### src/hw/rtl/wrwc_pkg.sv
`default_nettype none
package wrwc_pkg;

  localparam int unsigned CFG_IDX_W  = 1;
  localparam int unsigned CFG_DATA_W = 16;

  // register indexes of the configuration port
  localparam logic [CFG_IDX_W-1:0] REG_SEGMENT_SIZE = 1'b0;
  localparam logic [CFG_IDX_W-1:0] REG_WEIGHT_Q8    = 1'b1;

  // item operation codes
  localparam logic OP_ACK  = 1'b0;
  localparam logic OP_LOSS = 1'b1;

  localparam logic [31:0] WIN_MAX        = 32'hFFFF_FFFF;
  localparam logic [31:0] WIN_RESET      = 32'd536;
  localparam logic [15:0] SEG_RESET      = 16'd536;
  localparam logic [15:0] WEIGHT_RESET   = 16'd256;
  localparam logic [15:0] HALF_Q8        = 16'd128;

  typedef enum logic [2:0] {
    ST_IDLE,
    ST_SLOW,
    ST_MULT,
    ST_DIV_LOAD,
    ST_DIV_RUN,
    ST_APPLY,
    ST_OUTPUT
  } state_t;

  typedef struct packed {
    logic load_in;
    logic slow;
    logic mult;
    logic div_start;
    logic apply;
    logic load_out;
  } cmd_t;

  typedef struct packed {
    logic avoid;
    logic div_busy;
  } status_t;

endpackage
`default_nettype wire

### src/hw/rtl/wrwc_if.sv
`default_nettype none
interface wrwc_in_if;
  logic        valid;
  logic        ready;
  logic        operation;
  logic [15:0] segments_acked;
  logic [31:0] bytes_in_flight;

  modport source (output valid, output operation, output segments_acked,
                  output bytes_in_flight, input ready);
  modport sink   (input valid, input operation, input segments_acked,
                  input bytes_in_flight, output ready);
endinterface

interface wrwc_out_if;
  logic        valid;
  logic        ready;
  logic [31:0] window;
  logic [31:0] threshold;
  logic        in_slow_start;

  modport source (output valid, output window, output threshold,
                  output in_slow_start, input ready);
  modport sink   (input valid, input window, input threshold,
                  input in_slow_start, output ready);
endinterface
`default_nettype wire

### src/hw/rtl/wrwc_divider.sv
`default_nettype none
// restoring divider, one quotient bit per cycle
module wrwc_divider #(
  parameter int unsigned DW = 48,
  parameter int unsigned VW = 32
) (
  input  wire logic          clk,
  input  wire logic          rst,
  input  wire logic          start,
  input  wire logic [DW-1:0] dividend,
  input  wire logic [VW-1:0] divisor,
  output logic      [DW-1:0] quotient,
  output logic               busy
);
  localparam int unsigned CW = $clog2(DW + 1);

  logic [CW-1:0] count;
  logic [VW-1:0] rem;
  logic [VW-1:0] dvs;
  logic [VW:0]   shifted;
  logic          fits;

  assign shifted = {rem, quotient[DW-1]};
  assign fits    = shifted >= {1'b0, dvs};
  assign busy    = count != '0;

  always_ff @(posedge clk) begin
    if (rst) begin
      count <= '0;
    end else if (start) begin
      count <= CW'(DW);
    end else if (busy) begin
      count <= count - CW'(1);
    end
  end

  always_ff @(posedge clk) begin
    if (start) begin
      quotient <= dividend;
      rem      <= '0;
      dvs      <= divisor;
    end else if (busy) begin
      quotient <= {quotient[DW-2:0], fits};
      rem      <= fits ? VW'(shifted - {1'b0, dvs}) : shifted[VW-1:0];
    end
  end
endmodule
`default_nettype wire

### src/hw/rtl/wrwc_datapath.sv
`default_nettype none
module wrwc_datapath #(
  parameter int unsigned FRAC_BITS = 16
) (
  input  wire logic                               clk,
  input  wire logic                               rst,
  input  wire logic                               cfg_write,
  input  wire logic [wrwc_pkg::CFG_IDX_W-1:0]     cfg_index,
  input  wire logic [wrwc_pkg::CFG_DATA_W-1:0]    cfg_data,
  input  wire logic                               in_operation,
  input  wire logic [15:0]                        in_segments_acked,
  input  wire logic [31:0]                        in_bytes_in_flight,
  input  wire wrwc_pkg::cmd_t                     cmd,
  output wrwc_pkg::status_t                       status,
  output logic [31:0]                             out_window,
  output logic [31:0]                             out_threshold,
  output logic                                    out_in_slow_start
);
  import wrwc_pkg::*;

  localparam int unsigned PWW = 32 + FRAC_BITS;
  localparam int unsigned DW  = (PWW > 48) ? PWW : 48;

  logic [15:0]     seg_size;
  logic [15:0]     weight;
  logic [31:0]     cw;
  logic [PWW-1:0]  pw;
  logic [31:0]     ssth;
  logic            op_loss;
  logic [15:0]     segs;
  logic [31:0]     bytes;
  logic [47:0]     prod;

  // configuration
  always_ff @(posedge clk) begin
    if (rst) begin
      seg_size <= SEG_RESET;
      weight   <= WEIGHT_RESET;
    end else if (cfg_write) begin
      unique case (cfg_index)
        REG_SEGMENT_SIZE: seg_size <= cfg_data;
        REG_WEIGHT_Q8:    weight   <= cfg_data;
        default: ;
      endcase
    end
  end

  // slow start
  logic [32:0] grow;
  logic [31:0] cw_grow;
  logic        slow_take;
  logic [31:0] cw_slow;
  logic [15:0] segs_left;

  assign grow      = {1'b0, cw} + {17'b0, seg_size};
  assign cw_grow   = grow[32] ? WIN_MAX : grow[31:0];
  assign slow_take = (cw < ssth) && (segs != '0);
  assign cw_slow   = slow_take ? cw_grow : cw;
  assign segs_left = slow_take ? segs - 16'd1 : segs;

  assign status.avoid = (cw_slow >= ssth) && (segs_left != '0);

  // shared multiplier operands: seg^2 on acks, bytes*(weight-0.5) on loss
  logic [31:0] mul_a;
  logic [15:0] mul_b;
  logic [47:0] prod_full;
  assign mul_a = op_loss ? bytes : {16'b0, seg_size};
  assign mul_b = op_loss ? weight - HALF_Q8 : seg_size;
  assign prod_full = {16'b0, mul_a} * {32'b0, mul_b};

  // divider
  logic [DW-1:0] div_dividend;
  logic [31:0]   div_divisor;
  logic [DW-1:0] quot;
  logic          div_busy;

  assign div_dividend = op_loss ? DW'(prod) : DW'({prod[31:0], {FRAC_BITS{1'b0}}});
  assign div_divisor  = op_loss ? {16'b0, weight} : ((cw == '0) ? 32'd1 : cw);
  assign status.div_busy = div_busy;

  wrwc_divider #(.DW(DW), .VW(32)) u_div (
    .clk      (clk),
    .rst      (rst),
    .start    (cmd.div_start),
    .dividend (div_dividend),
    .divisor  (div_divisor),
    .quotient (quot),
    .busy     (div_busy)
  );

  // congestion avoidance update
  logic [PWW-1:0] wf;
  logic [PWW:0]   one;
  logic           resync;
  logic [PWW-1:0] pw_base;
  logic [DW:0]    sum;
  logic           sat;
  logic [PWW-1:0] pw_avoid;

  assign wf      = {cw, {FRAC_BITS{1'b0}}};
  assign one     = (PWW + 1)'(1) << FRAC_BITS;
  assign resync  = ({1'b0, pw} > {1'b0, wf} + one) || ({1'b0, wf} > {1'b0, pw} + one);
  assign pw_base = resync ? wf : pw;
  assign sum     = (DW + 1)'(pw_base) + (DW + 1)'(quot);
  assign sat     = |sum[DW:PWW];
  assign pw_avoid = sat ? {WIN_MAX, {FRAC_BITS{1'b0}}} : sum[PWW-1:0];

  // loss threshold
  logic [31:0] th_w;
  logic [31:0] floor2;
  logic [31:0] th;
  assign th_w   = (weight >= HALF_Q8) ? quot[31:0] : 32'd0;
  assign floor2 = {15'b0, seg_size, 1'b0};
  assign th     = (th_w < floor2) ? floor2 : th_w;

  always_ff @(posedge clk) begin
    if (rst) begin
      cw   <= WIN_RESET;
      pw   <= {WIN_RESET, {FRAC_BITS{1'b0}}};
      ssth <= WIN_MAX;
    end else if (cmd.slow) begin
      cw <= cw_slow;
      if (slow_take) begin
        pw <= {cw_grow, {FRAC_BITS{1'b0}}};
      end
    end else if (cmd.apply) begin
      if (op_loss) begin
        cw   <= th;
        ssth <= th;
      end else begin
        pw <= pw_avoid;
        cw <= pw_avoid[PWW-1:FRAC_BITS];
      end
    end
  end

  always_ff @(posedge clk) begin
    if (cmd.load_in) begin
      op_loss <= in_operation == OP_LOSS;
      segs    <= in_segments_acked;
      bytes   <= in_bytes_in_flight;
    end else if (cmd.slow) begin
      segs <= segs_left;
    end
    if (cmd.mult) begin
      prod <= prod_full;
    end
    if (cmd.load_out) begin
      out_window        <= cw;
      out_threshold     <= ssth;
      out_in_slow_start <= cw < ssth;
    end
  end
endmodule
`default_nettype wire

### src/hw/rtl/wrwc_ctrl.sv
`default_nettype none
module wrwc_ctrl (
  input  wire logic                clk,
  input  wire logic                rst,
  input  wire logic                in_valid,
  input  wire logic                in_operation,
  output logic                     in_ready,
  output logic                     out_valid,
  input  wire logic                out_ready,
  input  wire wrwc_pkg::status_t   status,
  output wrwc_pkg::cmd_t           cmd
);
  import wrwc_pkg::*;

  state_t state;
  state_t state_next;
  logic   out_valid_next;

  always_ff @(posedge clk) begin
    if (rst) begin
      state     <= ST_IDLE;
      out_valid <= 1'b0;
    end else begin
      state     <= state_next;
      out_valid <= out_valid_next;
    end
  end

  always_comb begin
    state_next = state;
    cmd        = '0;
    in_ready   = 1'b0;
    unique case (state)
      ST_IDLE: begin
        in_ready = 1'b1;
        if (in_valid) begin
          cmd.load_in = 1'b1;
          state_next  = (in_operation == OP_LOSS) ? ST_MULT : ST_SLOW;
        end
      end
      ST_SLOW: begin
        cmd.slow   = 1'b1;
        state_next = status.avoid ? ST_MULT : ST_OUTPUT;
      end
      ST_MULT: begin
        cmd.mult   = 1'b1;
        state_next = ST_DIV_LOAD;
      end
      ST_DIV_LOAD: begin
        cmd.div_start = 1'b1;
        state_next    = ST_DIV_RUN;
      end
      ST_DIV_RUN: begin
        if (!status.div_busy) begin
          state_next = ST_APPLY;
        end
      end
      ST_APPLY: begin
        cmd.apply  = 1'b1;
        state_next = ST_OUTPUT;
      end
      ST_OUTPUT: begin
        if (!out_valid || out_ready) begin
          cmd.load_out = 1'b1;
          state_next   = ST_IDLE;
        end
      end
      default: state_next = ST_IDLE;
    endcase
  end

  always_comb begin
    out_valid_next = out_valid;
    if (cmd.load_out) begin
      out_valid_next = 1'b1;
    end else if (out_ready) begin
      out_valid_next = 1'b0;
    end
  end
endmodule
`default_nettype wire

### src/hw/rtl/weighted_reno_window_control_top.sv
`default_nettype none
// Sequence from the accepting edge: an ack with no avoidance step passes slow start
// and output; a loss passes multiply, divider load and run, apply and output, and an
// ack into congestion avoidance runs slow start first, then the same steps; the
// divider is bit-serial. One item is in work at a time; the next is accepted the
// cycle after the result is loaded, even while that result still waits in the output register.
// Reset (synchronous, rst high): window 536, threshold all ones, default config.
module weighted_reno_window_control_top #(
  parameter int unsigned FRAC_BITS = 16
) (
  input  wire logic                            clk,
  input  wire logic                            rst,
  input  wire logic                            cfg_write,
  input  wire logic [wrwc_pkg::CFG_IDX_W-1:0]  cfg_index,
  input  wire logic [wrwc_pkg::CFG_DATA_W-1:0] cfg_data,
  wrwc_in_if.sink                              req,
  wrwc_out_if.source                           rsp
);
  import wrwc_pkg::*;

  cmd_t    cmd;
  status_t status;

  // controller sequences: slow start, multiply, divide, apply, output
  wrwc_ctrl u_ctrl (
    .clk          (clk),
    .rst          (rst),
    .in_valid     (req.valid),
    .in_operation (req.operation),
    .in_ready     (req.ready),
    .out_valid    (rsp.valid),
    .out_ready    (rsp.ready),
    .status       (status),
    .cmd          (cmd)
  );

  // datapath holds window state, config, multiplier, divider, result regs
  wrwc_datapath #(.FRAC_BITS(FRAC_BITS)) u_dp (
    .clk                (clk),
    .rst                (rst),
    .cfg_write          (cfg_write),
    .cfg_index          (cfg_index),
    .cfg_data           (cfg_data),
    .in_operation       (req.operation),
    .in_segments_acked  (req.segments_acked),
    .in_bytes_in_flight (req.bytes_in_flight),
    .cmd                (cmd),
    .status             (status),
    .out_window         (rsp.window),
    .out_threshold      (rsp.threshold),
    .out_in_slow_start  (rsp.in_slow_start)
  );
endmodule
`default_nettype wire

### src/flat_wrapper.sv
// flat-port wrapper written by rule: the top's interface ports become plain ports
module weighted_reno_window_control_top_flat import wrwc_pkg::*;
#(
  parameter int unsigned FRAC_BITS = 16
)
  (clk, rst, cfg_write, cfg_index, cfg_data, req_valid, req_operation, req_segments_acked, req_bytes_in_flight, req_ready, rsp_valid, rsp_window, rsp_threshold, rsp_in_slow_start, rsp_ready);
  wrwc_in_if req_i ();
  wrwc_out_if rsp_i ();
  input  wire logic clk;
  input  wire logic rst;
  input  wire logic cfg_write;
  input  wire logic [wrwc_pkg::CFG_IDX_W-1:0] cfg_index;
  input  wire logic [wrwc_pkg::CFG_DATA_W-1:0] cfg_data;
  input wire logic [$bits(req_i.valid)-1:0] req_valid;
  input wire logic [$bits(req_i.operation)-1:0] req_operation;
  input wire logic [$bits(req_i.segments_acked)-1:0] req_segments_acked;
  input wire logic [$bits(req_i.bytes_in_flight)-1:0] req_bytes_in_flight;
  output wire logic [$bits(req_i.ready)-1:0] req_ready;
  output wire logic [$bits(rsp_i.valid)-1:0] rsp_valid;
  output wire logic [$bits(rsp_i.window)-1:0] rsp_window;
  output wire logic [$bits(rsp_i.threshold)-1:0] rsp_threshold;
  output wire logic [$bits(rsp_i.in_slow_start)-1:0] rsp_in_slow_start;
  input wire logic [$bits(rsp_i.ready)-1:0] rsp_ready;
  assign req_i.valid = req_valid;
  assign req_i.operation = req_operation;
  assign req_i.segments_acked = req_segments_acked;
  assign req_i.bytes_in_flight = req_bytes_in_flight;
  assign req_ready = req_i.ready;
  assign rsp_valid = rsp_i.valid;
  assign rsp_window = rsp_i.window;
  assign rsp_threshold = rsp_i.threshold;
  assign rsp_in_slow_start = rsp_i.in_slow_start;
  assign rsp_i.ready = rsp_ready;
  weighted_reno_window_control_top #(.FRAC_BITS(FRAC_BITS)) u_core (.clk(clk), .rst(rst), .cfg_write(cfg_write), .cfg_index(cfg_index), .cfg_data(cfg_data), .req(req_i), .rsp(rsp_i));
endmodule
### config.mk
export PLATFORM = sky130hd
export DESIGN_NAME = weighted_reno_window_control_top_flat
export DESIGN_NICKNAME = d
export VERILOG_FILES = /design/src/hw/rtl/wrwc_pkg.sv /design/src/hw/rtl/wrwc_if.sv /design/src/hw/rtl/wrwc_divider.sv /design/src/hw/rtl/wrwc_datapath.sv /design/src/hw/rtl/wrwc_ctrl.sv /design/src/hw/rtl/weighted_reno_window_control_top.sv /design/src/flat_wrapper.sv
export SDC_FILE = /design/constraint.sdc
export NUM_CORES = 2
export LEC_CHECK = 0
export BUFFER_PORTS_ARGS = -buffer_cell sky130_fd_sc_hd__buf_2
export CORE_AREA = 4 4 306 368
export CTS_CLUSTER_DIAMETER = 80
export CTS_CLUSTER_SIZE = 25
export DETAILED_ROUTE_END_ITERATION = 10
export DIE_AREA = 0 0 310 372
export HOLD_SLACK_MARGIN = 0.08
export MAX_ROUTING_LAYER = met4
export PLACE_DENSITY_LB_ADDON = 0.2
export SLEW_MARGIN = 15
export SYNTH_ARGS = -nofsm -noshare
export SYNTH_HDL_FRONTEND = slang
export SYNTH_SLANG_ARGS = --single-unit
### constraint.sdc
create_clock -name clk -period 11.8 [get_ports clk]
set_input_delay 1.77 -clock clk [delete_from_list [all_inputs] [get_ports clk]]
set_output_delay 1.77 -clock clk [all_outputs]
set_load 0.005 [all_outputs]
# Word-level counts from Yosys, hierarchy flattened
# Cells that the tools add are included.
# W data, S select, Z words.
op_classes:
  add_sub_neg: 8
  n_mul: 1
  n_lt_le_gt_ge: 7
  n_eq_ne: 11
  muxes: 43
  bitwise: 2
  n_reduce_logical: 21
ops:
  columns: ["operator", "count"]
  rows:
  - ["$mux W48", 9]
  - ["$mux W32", 9]
  - ["$add A48 B17 Y49 const B", 2]
  - ["$gt A48 B49 Y1", 2]
  - ["$mux W16", 6]
  - ["$add A48 B48 Y49", 1]
  - ["$mul A32 B16 Y48", 1]
  - ["$add A32 B16 Y33", 1]
  - ["$ge A33 B32 Y1", 1]
  - ["$ge A32 B32 Y1", 1]
  - ["$logic_not A32 Y1", 1]
  - ["$lt A32 B17 Y1", 1]
  - ["$lt A32 B32 Y1", 1]
  - ["$reduce_bool A16 Y1", 2]
  - ["$sub A32 B32 Y32", 1]
  - ["$pmux W3 S7", 1]
  - ["$ge A16 B8 Y1 const B", 1]
  - ["$sub A16 B1 Y16 const B", 1]
  - ["$sub A16 B8 Y16 const B", 1]
  - ["$mux W3", 4]
  - ["$mux W6", 2]
  - ["$mux W1", 11]
  - ["$eq A3 B3 Y1 const B", 3]
  - ["$reduce_and A3 Y1", 3]
  - ["15 further kinds", 27]
word_totals:
  reg_bits: 428
  input_bits: 71
  out_inout_bits: 67
  word_cells: 113

# Depth between registers and ports, before layout
depth:
  ltp_word: 9
  depth_mapped: 35
  ltp_nobuf: 32

# Modules after synthesis
# From an unflattened synthesis, not the netlist that was laid out.
hier_totals:
  hier_cells: 5170
  area_unflattened_um2: 45268.4
modules_own_cells:
  columns: ["mod", "n_inst", "cells_each", "area_each_um2", "seq_area_each_um2"]
  rows:
  - ["wrwc_datapath", 1, 4530, 38464.4, 7747.4]
  - ["wrwc_divider", 1, 608, 6526.3, 3163.0]
  - ["wrwc_ctrl", 1, 32, 277.8, 80.1]

# Least setup slack after synthesis
# OpenSTA, ideal clock, no wires.
synth_path:
  path_kind: "reg-to-reg"
  from: "register u_core.u_dp.weight[7]"
  to: "register u_core.u_dp.prod[47] (data pin)"
  setup_time_ns: 0.264
  arrival_ns: 7.338
  required_time_ns: 11.536
  setup_slack_ns: 4.199
  stages_incl_launch_ff: 27
  path_buffers: 2
  period_less_slack_ns: 7.601
  cell_sequence: "dfxtp_1 -> clkinv_1 -> clkbuf_1 -> ha_1 -> nand4_1 -> xnor2_1 -> a21oi_1 -> clkbuf_1 -> nor2_1 -> fa_1 -> fa_1 -> fa_1 -> fa_1 -> fa_1 -> inv_1 -> fa_1 -> inv_1 -> ha_1 -> a21o_1 -> a21o_1 -> a21o_1 -> a311o_1 -> a21o_1 -> a21oi_1 -> o21ai_1 -> a221oi_1 -> xnor2_1"
synth_via:
  elab_chain_cells: 3
synth_lines:
  columns: ["item", "line", "source"]
  rows:
  - ["start, declared", "wrwc_datapath.sv:25", "logic [15:0] weight;"]
  - ["start signal, assigned", "wrwc_datapath.sv:42", "REG_WEIGHT_Q8: weight <= cfg_data;"]
  - ["$sub A16 B8 Y16", "wrwc_datapath.sv:68", "assign mul_b = op_loss ? weight - HALF_Q8 : seg_size;"]
  - ["$mux W16", "wrwc_datapath.sv:68", null]
  - ["$mul A32 B16 Y48", "wrwc_datapath.sv:69", "assign prod_full = {16'b0, mul_a} * {32'b0, mul_b};"]
  - ["net u_core.u_dp.prod_full[47]", "wrwc_datapath.sv:66", "logic [47:0] prod_full;"]
  - ["end signal, assigned", "wrwc_datapath.sv:146", "prod <= prod_full;"]
  - ["end, declared", "wrwc_datapath.sv:32", "logic [47:0] prod;"]
# The timed path passes the listed nets, and every way through them passes these cells.
# A chain may end at the register's enable or synchronous reset.

# Final worst setup path
layout_path:
  from: "register u_core.u_dp.cw[4]"
  to: "register u_core.u_dp.cw[30]"
layout_via:
  elab_chain_cells: 9
  word_cells_on_any_way: 15
  classes_between: "add/sub (3); order compare (3); mux (7); reduce/logical (2)"
layout_lines:
  columns: ["item", "line", "source"]
  rows:
  - ["start, declared", "wrwc_datapath.sv:26", "logic [31:0] cw;"]
  - ["start signal, assigned", "wrwc_datapath.sv:122", "cw <= cw_slow;"]
  - ["start signal, assigned", "wrwc_datapath.sv:128", "cw <= th;"]
  - ["start signal, assigned", "wrwc_datapath.sv:132", "cw <= pw_avoid[PWW-1:FRAC_BITS];"]
  - ["$add A48 B17 Y49", "wrwc_datapath.sv:102", "assign resync = ({1'b0, pw} > {1'b0, wf} + one) || ({1'b0, wf} > {1'b0, pw} + one);"]
  - ["$gt A48 B49 Y1", "wrwc_datapath.sv:102", null]
  - ["$logic_or A1 B1 Y1", "wrwc_datapath.sv:102", null]
  - ["$mux W48", "wrwc_datapath.sv:103", "assign pw_base = resync ? wf : pw;"]
  - ["$add A48 B48 Y49", "wrwc_datapath.sv:104", "assign sum = (DW + 1)'(pw_base) + (DW + 1)'(quot);"]
  - ["$mux W48", "wrwc_datapath.sv:106", "assign pw_avoid = sat ? {WIN_MAX, {FRAC_BITS{1'b0}}} : sum[PWW-1:0];"]
  - ["$mux W32", "wrwc_datapath.sv:127", "if (op_loss) begin"]
  - ["$mux W32", "wrwc_datapath.sv:126", "end else if (cmd.apply) begin"]
  - ["$mux W32 (*)", "wrwc_datapath.sv:121", "end else if (cmd.slow) begin"]
# Mark *: on every way between the ends. The rest lies on a longest branch, timed or not. The select of a mux whose other input is x is not followed.

==> results_dict.tcl <==
set metrics [dict create \
    cts_setup_buffers 0 \
    cp-endpoint "u_core.u_dp.cw[30]$_SDFFE_PP0P_" \
    core_area_sq_um 109200 \
    start_util 0.4069 \
    cts_resized 0 \
    num_vias 37918 \
    power_leakage_uw 0.02192 \
    hold_viol_final 0 \
    r2r_slack_ns 2.77 \
    cts_tree "yes" \
    cp_top_family "compound AO/OA/AOI/OAI gates" \
    synthArstFlopShare 0 \
    die_x_um 310 \
    synth_most_common_cell "nand2_1" \
    crit_path_start_kind "flop" \
    grt_pass1_wl_mm 235.8 \
    rows 133 \
    port_buffers 137 \
    ys_warn_count 0 \
    syn-cell-area_sq_um 44420 \
    antenna_left 0 \
    clk_pin_slew_ns 0.09 \
    status "finished, final reports clean" \
    drc 0 \
    ys_ff_latch 428 \
    gp_congestion 0.9909 \
    ys.flop_type "edfxtp_1" \
    end_kind "flop" \
    setup_viol_count_final 0 \
    path_depth 26 \
    ys_top_cells_by_count "nand2_1 (779), inv_1 (647), fa_1 (421)" \
    path_buf_inv 1 \
    post-route-period-util 0.7650 \
    dieArea_sq_um 115300 \
    ys_top_cells_by_area "fa_1 (19%), edfxtp_1 (16%), ha_1 (10%), dfxtp_1 (8.4%), nand2_1 (6.6%)" \
    rsz0062_at_grt "no" \
    fmax_mhz 110.8 \
    synth_nets 6019 \
    fin_nets 6022 \
    path_class "reg2reg" \
    cp.arrival_ns 9.57 \
    power.total_uw 10410 \
    cp_slowest_cell "nor3_1" \
    grt_pass1_vias 38565 \
    required_ns 12.34 \
    htreeDepth 2 \
    hold_start "u_core.u_dp.ssth[20]$_SDFFE_PP1P_" \
    gr-usage-all-layers 0.2759 \
    avgSynthCellArea_sq_um 8.606 \
    r2r_start "u_core.u_dp.cw[4]$_SDFFE_PP1P_" \
    hp-class "reg2reg" \
    worst_slew_pin_slew_ns 1.230 \
    die_h_um 372 \
    post-route-min-period_ns 9.027 \
    drv_cap 0 \
    finClkSkew_ns 0.06746 \
    synth_top_area_share 0.1897 \
    ys_seq_area_frac 0.2474 \
    reg2reg_depth 26 \
    vias_per_cell 5.734 \
    grt_max_degree 116 \
    drt_iter0_markers 3250 \
    nFillCells 10934 \
    synth-edff-count 242 \
    synthCells 5162 \
    maxSlewHeadroom 0.1737 \
    cpMostUsedCell "a21oi_1" \
    root_buffer "clkbuf_16" \
    clock_path_buffers 3 \
    clk_latency_ns 0.64 \
    synth_top_area_cell "fa_1" \
    max_stage_delay_ns 0.89 \
    cts_inserted_buffers 35 \
    ir_drop_v 0.0001538 \
    crit_path_max_fanout 19 \
    dp_hpwl_mm 120.6 \
    wl_mm 154.1 \
    gr-total-overflow 0 \
    p_per_area_nw_per_um2 217.2 \
    drive_gt1_frac 0.06837 \
    yosysUniqueCellTypes 90 \
    crit_path_start "u_core.u_dp.cw[4]$_SDFFE_PP1P_" \
    area_growth_pct 7.858 \
    num_io_pins 138 \
    antenna_found_initial 5 \
    fin_setup_tns_ns 0 \
    drt-wirelength-per-cell_um 23.31 \
    drtPass1Iterations 8 \
    finalMaxSlewViolations 0 \
    cts.sinks 428 \
    postCtsHoldBufs 0 \
    rr_endpoint "u_core.u_dp.cw[30]$_SDFFE_PP0P_" \
]
## cell usage in the layout, fill, tap and decap left out, types with 11 or more instances in the layout
cell         n
o22ai_1     12
xnor2_1    125
a22oi_1     17
nor2_1     401
buf_2      136
a21o_1     117
o21bai_1    22
or3_1       13
nor3_1      65
nand2_1    778
buf_4       74
mux2_2      35
o211ai_1    44
nand2b_1    41
ha_1       365
nand4_1     48
nor2b_1     34
o221ai_1    13
a21oi_1    340
a211o_1     15
and4_1      12
inv_1      646
fa_1       421
nand3_1    102
a31oi_1     51
o31a_1      11
xor2_1      91
and3_1      45
dfxtp_1    186
o21ai_0    211
clkbuf_16   37
and2_1      62
o21a_1      28
mux2i_1     57
nor4_1      29
a221oi_1    14
o31ai_1     18
a211oi_1    42
edfxtp_1   242
## per-layer routing
layer	track usage	part of all wire	vias to the layer above
li1	-	-	17394
met1	0.3351	0.40	18673
met2	0.4548	0.47	1410
met3	0.03648	0.062	441
met4	0.1333	0.060	0
met5	-	0	-
## layout make-up
class                           instances  area, sq um  share of cell area
Antenna cell                            4        10.01           0.0002089
Clock buffer                           40        937.1             0.01956
Clock inverter                         24        347.8            0.007260
Inverter                              650         2440             0.05092
Multi-Input combinational cell       3838        30140              0.6290
Sequential cell                       428        10990              0.2294
Tap cell                             1417         1773             0.03700
Timing Repair Buffer                  212         1276             0.02664
## worst register-to-register path: stages, from the launching register on
cell	delay, ns
dfxtp_1	0.76
and3_1	0.27
nand3_1	0.17
or2_2	0.40
nor3_1	0.89
nand2_1	0.26
nor3b_1	0.32
xnor2_1	0.10
ha_1	0.31
nand3_1	0.09
o21ai_0	0.29
a211oi_1	0.08
and3_1	0.21
o32ai_4	0.89
buf_12	0.27
mux2_2	0.37
ha_1	0.48
a21oi_1	0.14
o21ai_0	0.52
nor2_1	0.12
a41oi_1	0.51
a21oi_1	0.24
o31a_1	0.33
o31ai_1	0.29
mux2i_1	0.32
nand2_1	0.11
a21oi_1	0.21
## sequential cells by signal (all words and copies together), names as in the netlist
| name | flops |
|---|---|
| u_core.u_ctrl.state | 3 |
| u_core.u_dp.u_div.quotient | 48 |
| u_core.u_dp.seg_size | 16 |
| u_core.u_dp.out_threshold | 32 |
| u_core.u_dp.u_div.rem | 32 |
| u_core.u_dp.op_loss | 1 |
| u_core.u_dp.out_in_slow_start | 1 |
| u_core.u_dp.cw | 32 |
| u_core.u_dp.bytes | 32 |
| u_core.u_dp.ssth | 32 |
| u_core.u_dp.segs | 16 |
| u_core.u_dp.prod | 48 |
| u_core.u_dp.pw | 48 |
| u_core.u_dp.out_window | 32 |
| u_core.u_dp.weight | 16 |
| u_core.u_ctrl.out_valid | 1 |
| u_core.u_dp.u_div.dvs | 32 |
| u_core.u_dp.u_div.count | 6 |
## how the worst min path moves through the flow
| stage | endpoint | depth (start not counted) | slack [ns] |
|---|---|---|---|
| floorplan | u_core.u_dp.out_threshold[18]$_DFFE_PP_ | 0 | 0.41 |
| global placement | u_core.u_dp.out_threshold[20]$_DFFE_PP_ | 0 | 0.42 |
| detailed placement | u_core.u_dp.out_threshold[20]$_DFFE_PP_ | 0 | 0.42 |
| CTS | u_core.u_dp.out_threshold[20]$_DFFE_PP_ | 0 | 0.44 |
| global route | u_core.u_dp.out_threshold[20]$_DFFE_PP_ | 0 | 0.45 |
| finish | u_core.u_dp.out_threshold[20]$_DFFE_PP_ | 0 | 0.44 |
## where the power goes
part | switching (uW) | total [uW] | internal [uW]
Clock | 709 | 1340 | 629
Sequential | 445 | 2540 | 2100
Combinational | 4090 | 6520 | 2430
## through the flow
stage,std cells,setup slack (ns),area [sq um],utilization,hold WS [ns]
after floorplan,5162,4.199,44420,-,0.4082
after global placement,6545,3.025,46610,0.4270,0.4160
after detailed placement,6545,3.021,46610,0.4270,0.4235
after CTS,6609,2.929,47900,0.4388,0.4434
after global routing,6611,2.434,47910,0.4389,0.4471
final,6613,2.773,47910,0.4389,0.4389
## kinds of logic after synthesis
logic type | after synthesis | share of synthesized area
simple gates | 1684 | 0.1679
compound gates | 1060 | 0.1515
buf+inv | 896 | 0.07639
fa+ha+maj | 786 | 0.2925
flops | 428 | 0.2474
xor+xnor | 216 | 0.04259
mux | 92 | 0.02172
Note: power is estimated with default switching activity, not from simulation.
